$ cat config.mk
export PLATFORM = sky130hd
export DESIGN_NAME = radix_integer_to_ascii
export DESIGN_NICKNAME = d
export VERILOG_FILES = /design/src/rtl/rita_pkg.sv /design/src/rtl/rita_divider.sv /design/src/rtl/rita_digit_mem.sv /design/src/rtl/radix_integer_to_ascii.sv
export SDC_FILE = /design/constraint.sdc
export NUM_CORES = 1
export LEC_CHECK = 0
export BUFFER_PORTS_ARGS = -buffer_cell sky130_fd_sc_hd__buf_2
export CAP_MARGIN = 30
export CORE_MARGIN = 3
export CORE_UTILIZATION = 55
export DETAILED_ROUTE_END_ITERATION = 8
export PLACE_DENSITY = 0.73
export SLEW_MARGIN = 20
export SYNTH_ARGS = -nofsm -noshare
export SYNTH_HDL_FRONTEND = slang
export SYNTH_SLANG_ARGS = --single-unit
export TNS_END_PERCENT = 100
$ cat constraint.sdc
create_clock -name clk -period 6.1 [get_ports clk]
set_input_delay 0.915 -clock clk [delete_from_list [all_inputs] [get_ports clk]]
set_output_delay 0.915 -clock clk [all_outputs]
set_load 0.02 [all_outputs]
$ cat src/rtl/rita_pkg.sv
// ----------------------------------------------------------------------------
// rita_pkg: shared types and constants for the radix integer-to-ASCII block
// Default sizes, radix limits, divider handshake structs, digit lookup.
// ----------------------------------------------------------------------------
package rita_pkg;

	// default sizes
	localparam int VALUE_WIDTH_DEF = 32;
	localparam int MAX_DIGITS_DEF  = 32;

	// input field widths
	localparam int VALUE_PORT_W = 32;
	localparam int RADIX_W      = 5;
	localparam int DIGIT_W      = 4;
	localparam int CHAR_W       = 8;

	// radix limits
	localparam logic [RADIX_W-1:0] RADIX_MIN = 5'd2;
	localparam logic [RADIX_W-1:0] RADIX_MAX = 5'd16;

	// quotient bits resolved per divider cycle
	localparam int STEP_BITS = 4;

	// divider request
	typedef struct packed {
		logic               load;
		logic [RADIX_W-1:0] base;
	} rita_div_ctl_t;

	// divider status
	typedef struct packed {
		logic               done;
		logic [DIGIT_W-1:0] rem;
	} rita_div_stat_t;

	// digit character set
	localparam logic [CHAR_W-1:0] DIGIT_CHARS [16] = '{
		8'h30, 8'h31, 8'h32, 8'h33, 8'h34, 8'h35, 8'h36, 8'h37,
		8'h38, 8'h39, 8'h61, 8'h62, 8'h63, 8'h64, 8'h65, 8'h66
	};

	function automatic logic [CHAR_W-1:0] digit_char(input logic [DIGIT_W-1:0] d);
		return DIGIT_CHARS[d];
	endfunction

endpackage

$ cat src/rtl/rita_divider.sv
// ----------------------------------------------------------------------------
// rita_divider: iterative divide by a small base
// Restoring division, STEP_BITS quotient bits per cycle; pulses done with
// quotient and remainder held until the next load.
// ----------------------------------------------------------------------------
module rita_divider #(
	parameter int WIDTH = 32
) (
	input  logic                   clk,
	input  logic                   arst_n,
	input  rita_pkg::rita_div_ctl_t ctl,
	input  logic [WIDTH-1:0]       dividend,
	output logic [WIDTH-1:0]       quotient,
	output rita_pkg::rita_div_stat_t stat
);
	import rita_pkg::*;

	localparam int STEPS = WIDTH / STEP_BITS;
	localparam int CW    = (STEPS > 1) ? $clog2(STEPS) : 1;

	logic             active_q;
	logic             done_q;
	logic [CW-1:0]    cnt_q;
	logic [WIDTH-1:0] quot_q;
	logic [RADIX_W-1:0] rem_q;
	logic [RADIX_W-1:0] base_q;
	logic [WIDTH-1:0] quot_nxt;
	logic [RADIX_W-1:0] rem_nxt;

	// STEP_BITS restoring steps: shift in next dividend bit, subtract if fits
	always_comb begin
		rem_nxt  = rem_q;
		quot_nxt = quot_q;
		for (int i = 0; i < STEP_BITS; i++) begin
			rem_nxt  = {rem_nxt[RADIX_W-2:0], quot_nxt[WIDTH-1]};
			quot_nxt = {quot_nxt[WIDTH-2:0], 1'b0};
			if (rem_nxt >= base_q) begin
				rem_nxt     = rem_nxt - base_q;
				quot_nxt[0] = 1'b1;
			end
		end
	end

	// sequencing
	always_ff @(posedge clk or negedge arst_n) begin
		if (!arst_n) begin
			active_q <= 1'b0;
			done_q   <= 1'b0;
			cnt_q    <= '0;
		end else begin
			done_q <= 1'b0;
			if (ctl.load) begin
				active_q <= 1'b1;
				cnt_q    <= '0;
			end else if (active_q) begin
				if (cnt_q == CW'(STEPS - 1)) begin
					active_q <= 1'b0;
					done_q   <= 1'b1;
				end else begin
					cnt_q <= cnt_q + 1'b1;
				end
			end
		end
	end

	// datapath
	always_ff @(posedge clk) begin
		if (ctl.load) begin
			quot_q <= dividend;
			rem_q  <= '0;
			base_q <= ctl.base;
		end else if (active_q) begin
			quot_q <= quot_nxt;
			rem_q  <= rem_nxt;
		end
	end

	assign quotient  = quot_q;
	assign stat.done = done_q;
	assign stat.rem  = rem_q[DIGIT_W-1:0];

	// checks
	a_rem_below_base: assert property (@(posedge clk) disable iff (!arst_n)
		done_q |-> (rem_q < base_q))
		else $error("remainder not below base");
	a_load_base_range: assert property (@(posedge clk) disable iff (!arst_n)
		ctl.load |-> (ctl.base >= RADIX_MIN && ctl.base <= RADIX_MAX))
		else $error("divider loaded with base out of range");
	a_done_idle: assert property (@(posedge clk) disable iff (!arst_n)
		done_q |-> !active_q)
		else $error("done raised while still dividing");

endmodule

$ cat src/rtl/rita_digit_mem.sv
// ----------------------------------------------------------------------------
// rita_digit_mem: digit buffer
// One write port, one read port with registered read data.
// ----------------------------------------------------------------------------
module rita_digit_mem #(
	parameter int DEPTH = 32,
	parameter int AW    = 5
) (
	input  logic                         clk,
	input  logic                         we,
	input  logic [AW-1:0]                waddr,
	input  logic [rita_pkg::DIGIT_W-1:0] wdata,
	input  logic                         re,
	input  logic [AW-1:0]                raddr,
	output logic [rita_pkg::DIGIT_W-1:0] rdata
);
	import rita_pkg::*;

	logic [DIGIT_W-1:0] mem [DEPTH];
	logic [DIGIT_W-1:0] rdata_q;

	// write port
	always_ff @(posedge clk) begin
		if (we) begin
			mem[waddr] <= wdata;
		end
	end

	// read port
	always_ff @(posedge clk) begin
		if (re) begin
			rdata_q <= mem[raddr];
		end
	end

	assign rdata = rdata_q;

endmodule

$ cat src/rtl/radix_integer_to_ascii.sv
// ----------------------------------------------------------------------------
// radix_integer_to_ascii: unsigned integer to ASCII digits in base 2..16
// Converts a value by repeated division and emits lower-case digit chars.
// ----------------------------------------------------------------------------
// Usage:
//   Request: drive value and radix with start high while busy is low; the
//   request is taken at that edge. busy stays high until the last digit has
//   been read out of the digit buffer. radix below 2 acts as 2, above 16 as 16.
//   Results: each character is marked by char_strobe, most significant
//   first; last_digit flags the final (least significant) character. Zero
//   gives the single character '0'. Results cannot be stalled.
// Sequence:
//   Each digit costs one load and one pass of the shared divider over
//   W = min(VALUE_WIDTH, 32) bits, rounded up to a multiple of 4. Emission
//   reads each digit from the buffer, then registers it for output. A new
//   request may start in the cycle the final character is shown.
// Reset: arst_n returns the sequencer to idle and drops char_strobe.
// ----------------------------------------------------------------------------
module radix_integer_to_ascii #(
	parameter int VALUE_WIDTH = rita_pkg::VALUE_WIDTH_DEF,
	parameter int MAX_DIGITS  = rita_pkg::MAX_DIGITS_DEF
) (
	input  logic                              clk,
	input  logic                              arst_n,
	input  logic                              start,
	output logic                              busy,
	input  logic [rita_pkg::VALUE_PORT_W-1:0] value,
	input  logic [rita_pkg::RADIX_W-1:0]      radix,
	output logic                              char_strobe,
	output logic [rita_pkg::CHAR_W-1:0]       ascii_char,
	output logic                              last_digit
);
	import rita_pkg::*;

	localparam int W  = (VALUE_WIDTH < VALUE_PORT_W) ? VALUE_WIDTH : VALUE_PORT_W;
	localparam int WP = ((W + STEP_BITS - 1) / STEP_BITS) * STEP_BITS;
	localparam int AW = $clog2(MAX_DIGITS);
	localparam int NW = $clog2(MAX_DIGITS + 1);

	typedef enum logic [1:0] {
		ST_IDLE,
		ST_DIV,
		ST_READ,
		ST_SHOW
	} state_t;

	state_t             state_q;
	logic [NW-1:0]      n_q;
	logic [AW-1:0]      idx_q;
	logic [RADIX_W-1:0] base_q;
	logic               strobe_q;
	logic [CHAR_W-1:0]  char_q;
	logic               last_q;

	logic [RADIX_W-1:0] base_in;
	logic               accept;
	logic               room;
	logic               div_last;
	rita_div_ctl_t      div_ctl;
	rita_div_stat_t     div_stat;
	logic [WP-1:0]      div_dividend;
	logic [WP-1:0]      div_quot;
	logic               mem_we;
	logic               mem_re;
	logic [DIGIT_W-1:0] mem_rdata;

	// clamp the requested base
	always_comb begin
		priority if (radix < RADIX_MIN) begin
			base_in = RADIX_MIN;
		end else if (radix > RADIX_MAX) begin
			base_in = RADIX_MAX;
		end else begin
			base_in = radix;
		end
	end

	assign accept   = start && (state_q == ST_IDLE);
	assign room     = (n_q < NW'(MAX_DIGITS));
	assign div_last = (div_quot == '0);

	// divider requests: first from the input, then from the last quotient
	always_comb begin
		div_ctl.load = accept ||
			((state_q == ST_DIV) && div_stat.done && !div_last);
		div_ctl.base = accept ? base_in : base_q;
		div_dividend = accept ? WP'(value[W-1:0]) : div_quot;
	end

	rita_divider #(
		.WIDTH(WP)
	) u_div (
		.clk     (clk),
		.arst_n  (arst_n),
		.ctl     (div_ctl),
		.dividend(div_dividend),
		.quotient(div_quot),
		.stat    (div_stat)
	);

	// digit buffer, least significant digit at index zero
	assign mem_we = (state_q == ST_DIV) && div_stat.done && room;
	assign mem_re = (state_q == ST_READ);

	rita_digit_mem #(
		.DEPTH(MAX_DIGITS),
		.AW   (AW)
	) u_mem (
		.clk  (clk),
		.we   (mem_we),
		.waddr(n_q[AW-1:0]),
		.wdata(div_stat.rem),
		.re   (mem_re),
		.raddr(idx_q),
		.rdata(mem_rdata)
	);

	// sequencer and output registers
	always_ff @(posedge clk or negedge arst_n) begin
		if (!arst_n) begin
			state_q  <= ST_IDLE;
			n_q      <= '0;
			idx_q    <= '0;
			base_q   <= RADIX_MIN;
			strobe_q <= 1'b0;
			last_q   <= 1'b0;
			char_q   <= '0;
		end else begin
			strobe_q <= 1'b0;
			unique case (state_q)
				ST_IDLE: begin
					if (start) begin
						n_q     <= '0;
						base_q  <= base_in;
						state_q <= ST_DIV;
					end
				end
				ST_DIV: begin
					if (div_stat.done) begin
						if (room) begin
							n_q <= n_q + 1'b1;
						end
						if (div_last) begin
							idx_q   <= room ? n_q[AW-1:0] : AW'(n_q - 1'b1);
							state_q <= ST_READ;
						end
					end
				end
				ST_READ: begin
					state_q <= ST_SHOW;
				end
				ST_SHOW: begin
					strobe_q <= 1'b1;
					char_q   <= digit_char(mem_rdata);
					last_q   <= (idx_q == '0);
					if (idx_q == '0) begin
						state_q <= ST_IDLE;
					end else begin
						idx_q   <= idx_q - 1'b1;
						state_q <= ST_READ;
					end
				end
				default: begin
					state_q <= ST_IDLE;
				end
			endcase
		end
	end

	assign busy        = (state_q != ST_IDLE);
	assign char_strobe = strobe_q;
	assign ascii_char  = char_q;
	assign last_digit  = last_q;

	// checks
	a_strobe_from_show: assert property (@(posedge clk) disable iff (!arst_n)
		strobe_q |-> $past(state_q == ST_SHOW))
		else $error("character shown without a buffer read");
	a_read_nonempty: assert property (@(posedge clk) disable iff (!arst_n)
		(state_q == ST_READ) |-> (n_q != '0))
		else $error("readout started with an empty digit buffer");
	a_accept_busy: assert property (@(posedge clk) disable iff (!arst_n)
		accept |=> busy)
		else $error("busy not raised after request");
	a_char_legal: assert property (@(posedge clk) disable iff (!arst_n)
		strobe_q |-> ((char_q >= 8'h30 && char_q <= 8'h39) ||
			(char_q >= 8'h61 && char_q <= 8'h66)))
		else $error("character outside digit set");

endmodule
==> impl_results.md <==
- Outcome: finished, final reports clean
- Via density: 5.93
- Initial Utilization: 56.5%
- Post-route ant nets: 0
- Fin. Hold Viols: 0
- Hold_ws: 466 ps
- Share of the synthesized area in the top cell type: 53.8%
- CP Class: reg2reg
- Worst-case clock buffer depth: 3
- Crit path time final: 5730 ps
- Most frequent cells in the layout: 169 x edfxtp_1, 57 x nor2_1, 51 x nand2_1
- Antenna violations before repair: 1
- Post-synthesis compound-gate area fraction: 6.10%
- I/O pins: 51
- Final worst slack: 372 ps
- Highest routed layer: met4
- Mean Syn Cell Area: 14.5 um^2
- Clock Tree Root: clkbuf_16
- Post-synth EDFFs: 169
- Sequential-to-total area share from yosys stat: 63.1%
- Cts repair resizes: 0
- Die area: 18,800 um^2
- Async SR Flop Fraction: 15.6%
- Final setup violation count: 0
- Overflow after GRT: 0
- Clk_lat worst skew: 500 ps
- CTS tree: done
- P_leak: 3.84 nW
- Initial DRC count: 510
- Worst EP required: 6350 ps
- H-Tree Depth: 1
- Min-Delay Path Class: reg2reg
- Yosys cell types: 56
- Largest family of logic cells by synthesized area: multiplexers
- Setup TNS Final: 0 ps
- # rows: 47
- Worst-path maximum fanout: 8
- CORE AREA: 16,700 um^2
- Post-Synthesis Cells: 651
- # DRC: 0
- Met3 WL post-DR: 914 um
- Vias in the first global route: 5,697
- Fin util: 63.5%
- Multiplexer share of the synthesized area: 14.4%
- Worst slew pin tran: 782 ps
- Nets: 784
- WP data arrival: 5980 ps
- First-pass GRT wire length: 30,200 um
- Critical Path Start Type: register
- Post-Route WL: 19,200 um
- Pre-CTS WS: 175 ps
- Post-Synth XOR/XNOR Area: 1.39%
- Cts bufs inserted: 22
- DRT Pass-1 Iters: 5
- Synth Warn #: 0
- Synth Flop Type: edfxtp_1
- Vias: 5,616
- Slew Limit Fails: 0
- Largest net degree at the start of global routing: 49
- Layout area overhead: 12.4%
- Hold-fix buffers, CTS: 0
- Slew HR: 47.8%
- Maxcap violations: 0
- Peak supply drop: 0.519 mV
- CTS sink cnt: 205
- Wirelength per Cell: 20.3 um
- Share of layout cells above drive strength 1: 23.8%
- Synth Register Bits: 205
- Post-Synth Simple-Gate Area: 7.65%
- Adder-Cell Fraction of Synth Area: 4.82%
- Synthesized Nets: 725
- Half-perimeter wire length after placement: 13,200 um
- Power density over the cells: 468 nW/um^2
- Clock skew: 12.2 ps
- DIE WIDTH: 137 um
- # Post-CTS Setup Buffers: 0
- Tot Pwr: 4.96 mW
- Die height: 137 um
- CP endpoint kind: register
- Wl on met1: 7890 um
- Placer congestion estimate: 0.884
- Unrepaired setup endpoints after global routing: no
- Met2 wire length: 9900 um
- Most common cell after layout, fill and taps aside: edfxtp_1
- Gr usage total: 20.7%
- Mapped cell area: 9440 um^2
- Reg clk slew, reported paths: 60 ps
- FMAX: 175 MHz
- Fin crit share: 93.9%
- Largest area contributor in the netlist: edfxtp_1
- PortBufs: 49
- Top post-synthesis cells by area: edfxtp_1 54%, dfrtp_1 8.2%, mux4_2 6.7%
-- synthesized netlist by cell type (2+ instances only) --
master	instances
a21o_1	6
a21oi_1	25
a22o_1	2
a22oi_1	2
a31o_2	2
a31oi_1	2
buf_2	6
buf_4	3
clkbuf_1	13
dfrtp_1	31
dfxtp_1	4
edfxtp_1	169
fa_1	4
ha_1	30
inv_1	31
mux2_2	45
mux2i_1	12
mux4_1	4
mux4_2	28
nand2_1	51
nand2b_1	5
nand3_1	6
nand3b_1	3
nand4_1	4
nor2_1	57
nor2b_1	7
nor3_1	8
nor4_1	9
o211ai_1	5
o21a_1	3
o21ai_0	27
o21ai_1	2
o22ai_1	4
o31ai_1	4
or3_1	2
or3b_2	2
xnor2_1	9
xor2_1	6
-- cell families (layout without fill, tap and decap cells) --
group | after synthesis | count (layout)
flops | 205 | 205
simple gates | 159 | 159
compound gates | 93 | 93
mux | 89 | 89
buf+inv | 55 | 130
fa+ha+maj | 34 | 34
xor+xnor | 15 | 15
other cells | 1 | 2
-- routing by layer --
| metal | global-route usage (%) | vias up |
|---|---|---|
| met3 | 2.98 | 37 |
| met2 | 36.3 | 183 |
| met1 | 26.6 | 2804 |
| met4 | 7.15 | 0 |
| met5 | 0 | - |
| li1 | - | 2592 |
-- sequential cells by signal (all words and copies together) (netlist names), 2 cells and up --
| register | count |
|---|---|
| u_div.cnt_q | 3 |
| state_q | 2 |
| base_q | 5 |
| idx_q | 5 |
| ascii_char | 7 |
| u_div.base_q | 5 |
| u_div.rem_q | 4 |
| u_mem.rdata | 4 |
| u_mem.mem | 128 |
| u_div.quotient | 32 |
| n_q | 6 |
-- area by class of cell --
type | instances | area, um^2
clock inverters | 13 | 62.6
diodes | 1 | 2.50
well taps | 220 | 275
flip-flops and latches | 205 | 5960
clock buffers | 27 | 601
inverters | 31 | 116
fillers | 1223 | 6090
repair buffers | 59 | 320
multi-input cells | 391 | 3280
-- where the power goes --
group          switching, mW  internal (mW)  leakage [nW]
sequential             0.122           1.83          1.98
combinational           1.02          0.790          1.54
clock                  0.511          0.698         0.325
-- worst max-delay path, cell delays in order, from the launching register on --
cell and delay, ps:
edfxtp_1 450, ha_1 360, nor2b_1 80, o21a_1 200, o21ai_1 220, mux2_2 380
ha_1 340, a21oi_1 170, o21ai_1 120, a2111oi_1 590, nor3_1 140, ha_1 240
a21oi_1 140, o21ai_0 130, a31o_2 320, o41ai_2 440, ha_1 350, a21oi_1 210
o21a_1 180, o21ai_2 140, mux2_2 290
-- metrics by stage --
step | instance area (um^2) | std cells
after floorplan | 9440 | 651
after CTS | 10600 | 946
after global placement | 9930 | 906
after global routing | 10600 | 947
after detailed placement | 9930 | 906
final | 10600 | 947
-- final timing paths --
kind | startpoint | endpoint | slack [ps] | depth (start not counted)
setup / recovery | u_div.base_q[0] | u_div.quotient[0] | 370 | 20
setup reg to reg | u_div.base_q[0] | u_div.quotient[0] | 370 | 20
min in group asynchronous | arst_n | idx_q[4] | 500 | 1
max in group asynchronous | arst_n | idx_q[0] | 5060 | 1
hold / removal | ascii_char[5] | ascii_char[5] | 470 | 1
hold reg to reg | ascii_char[5] | ascii_char[5] | 470 | 1
Power figures use the tool's default switching activity.
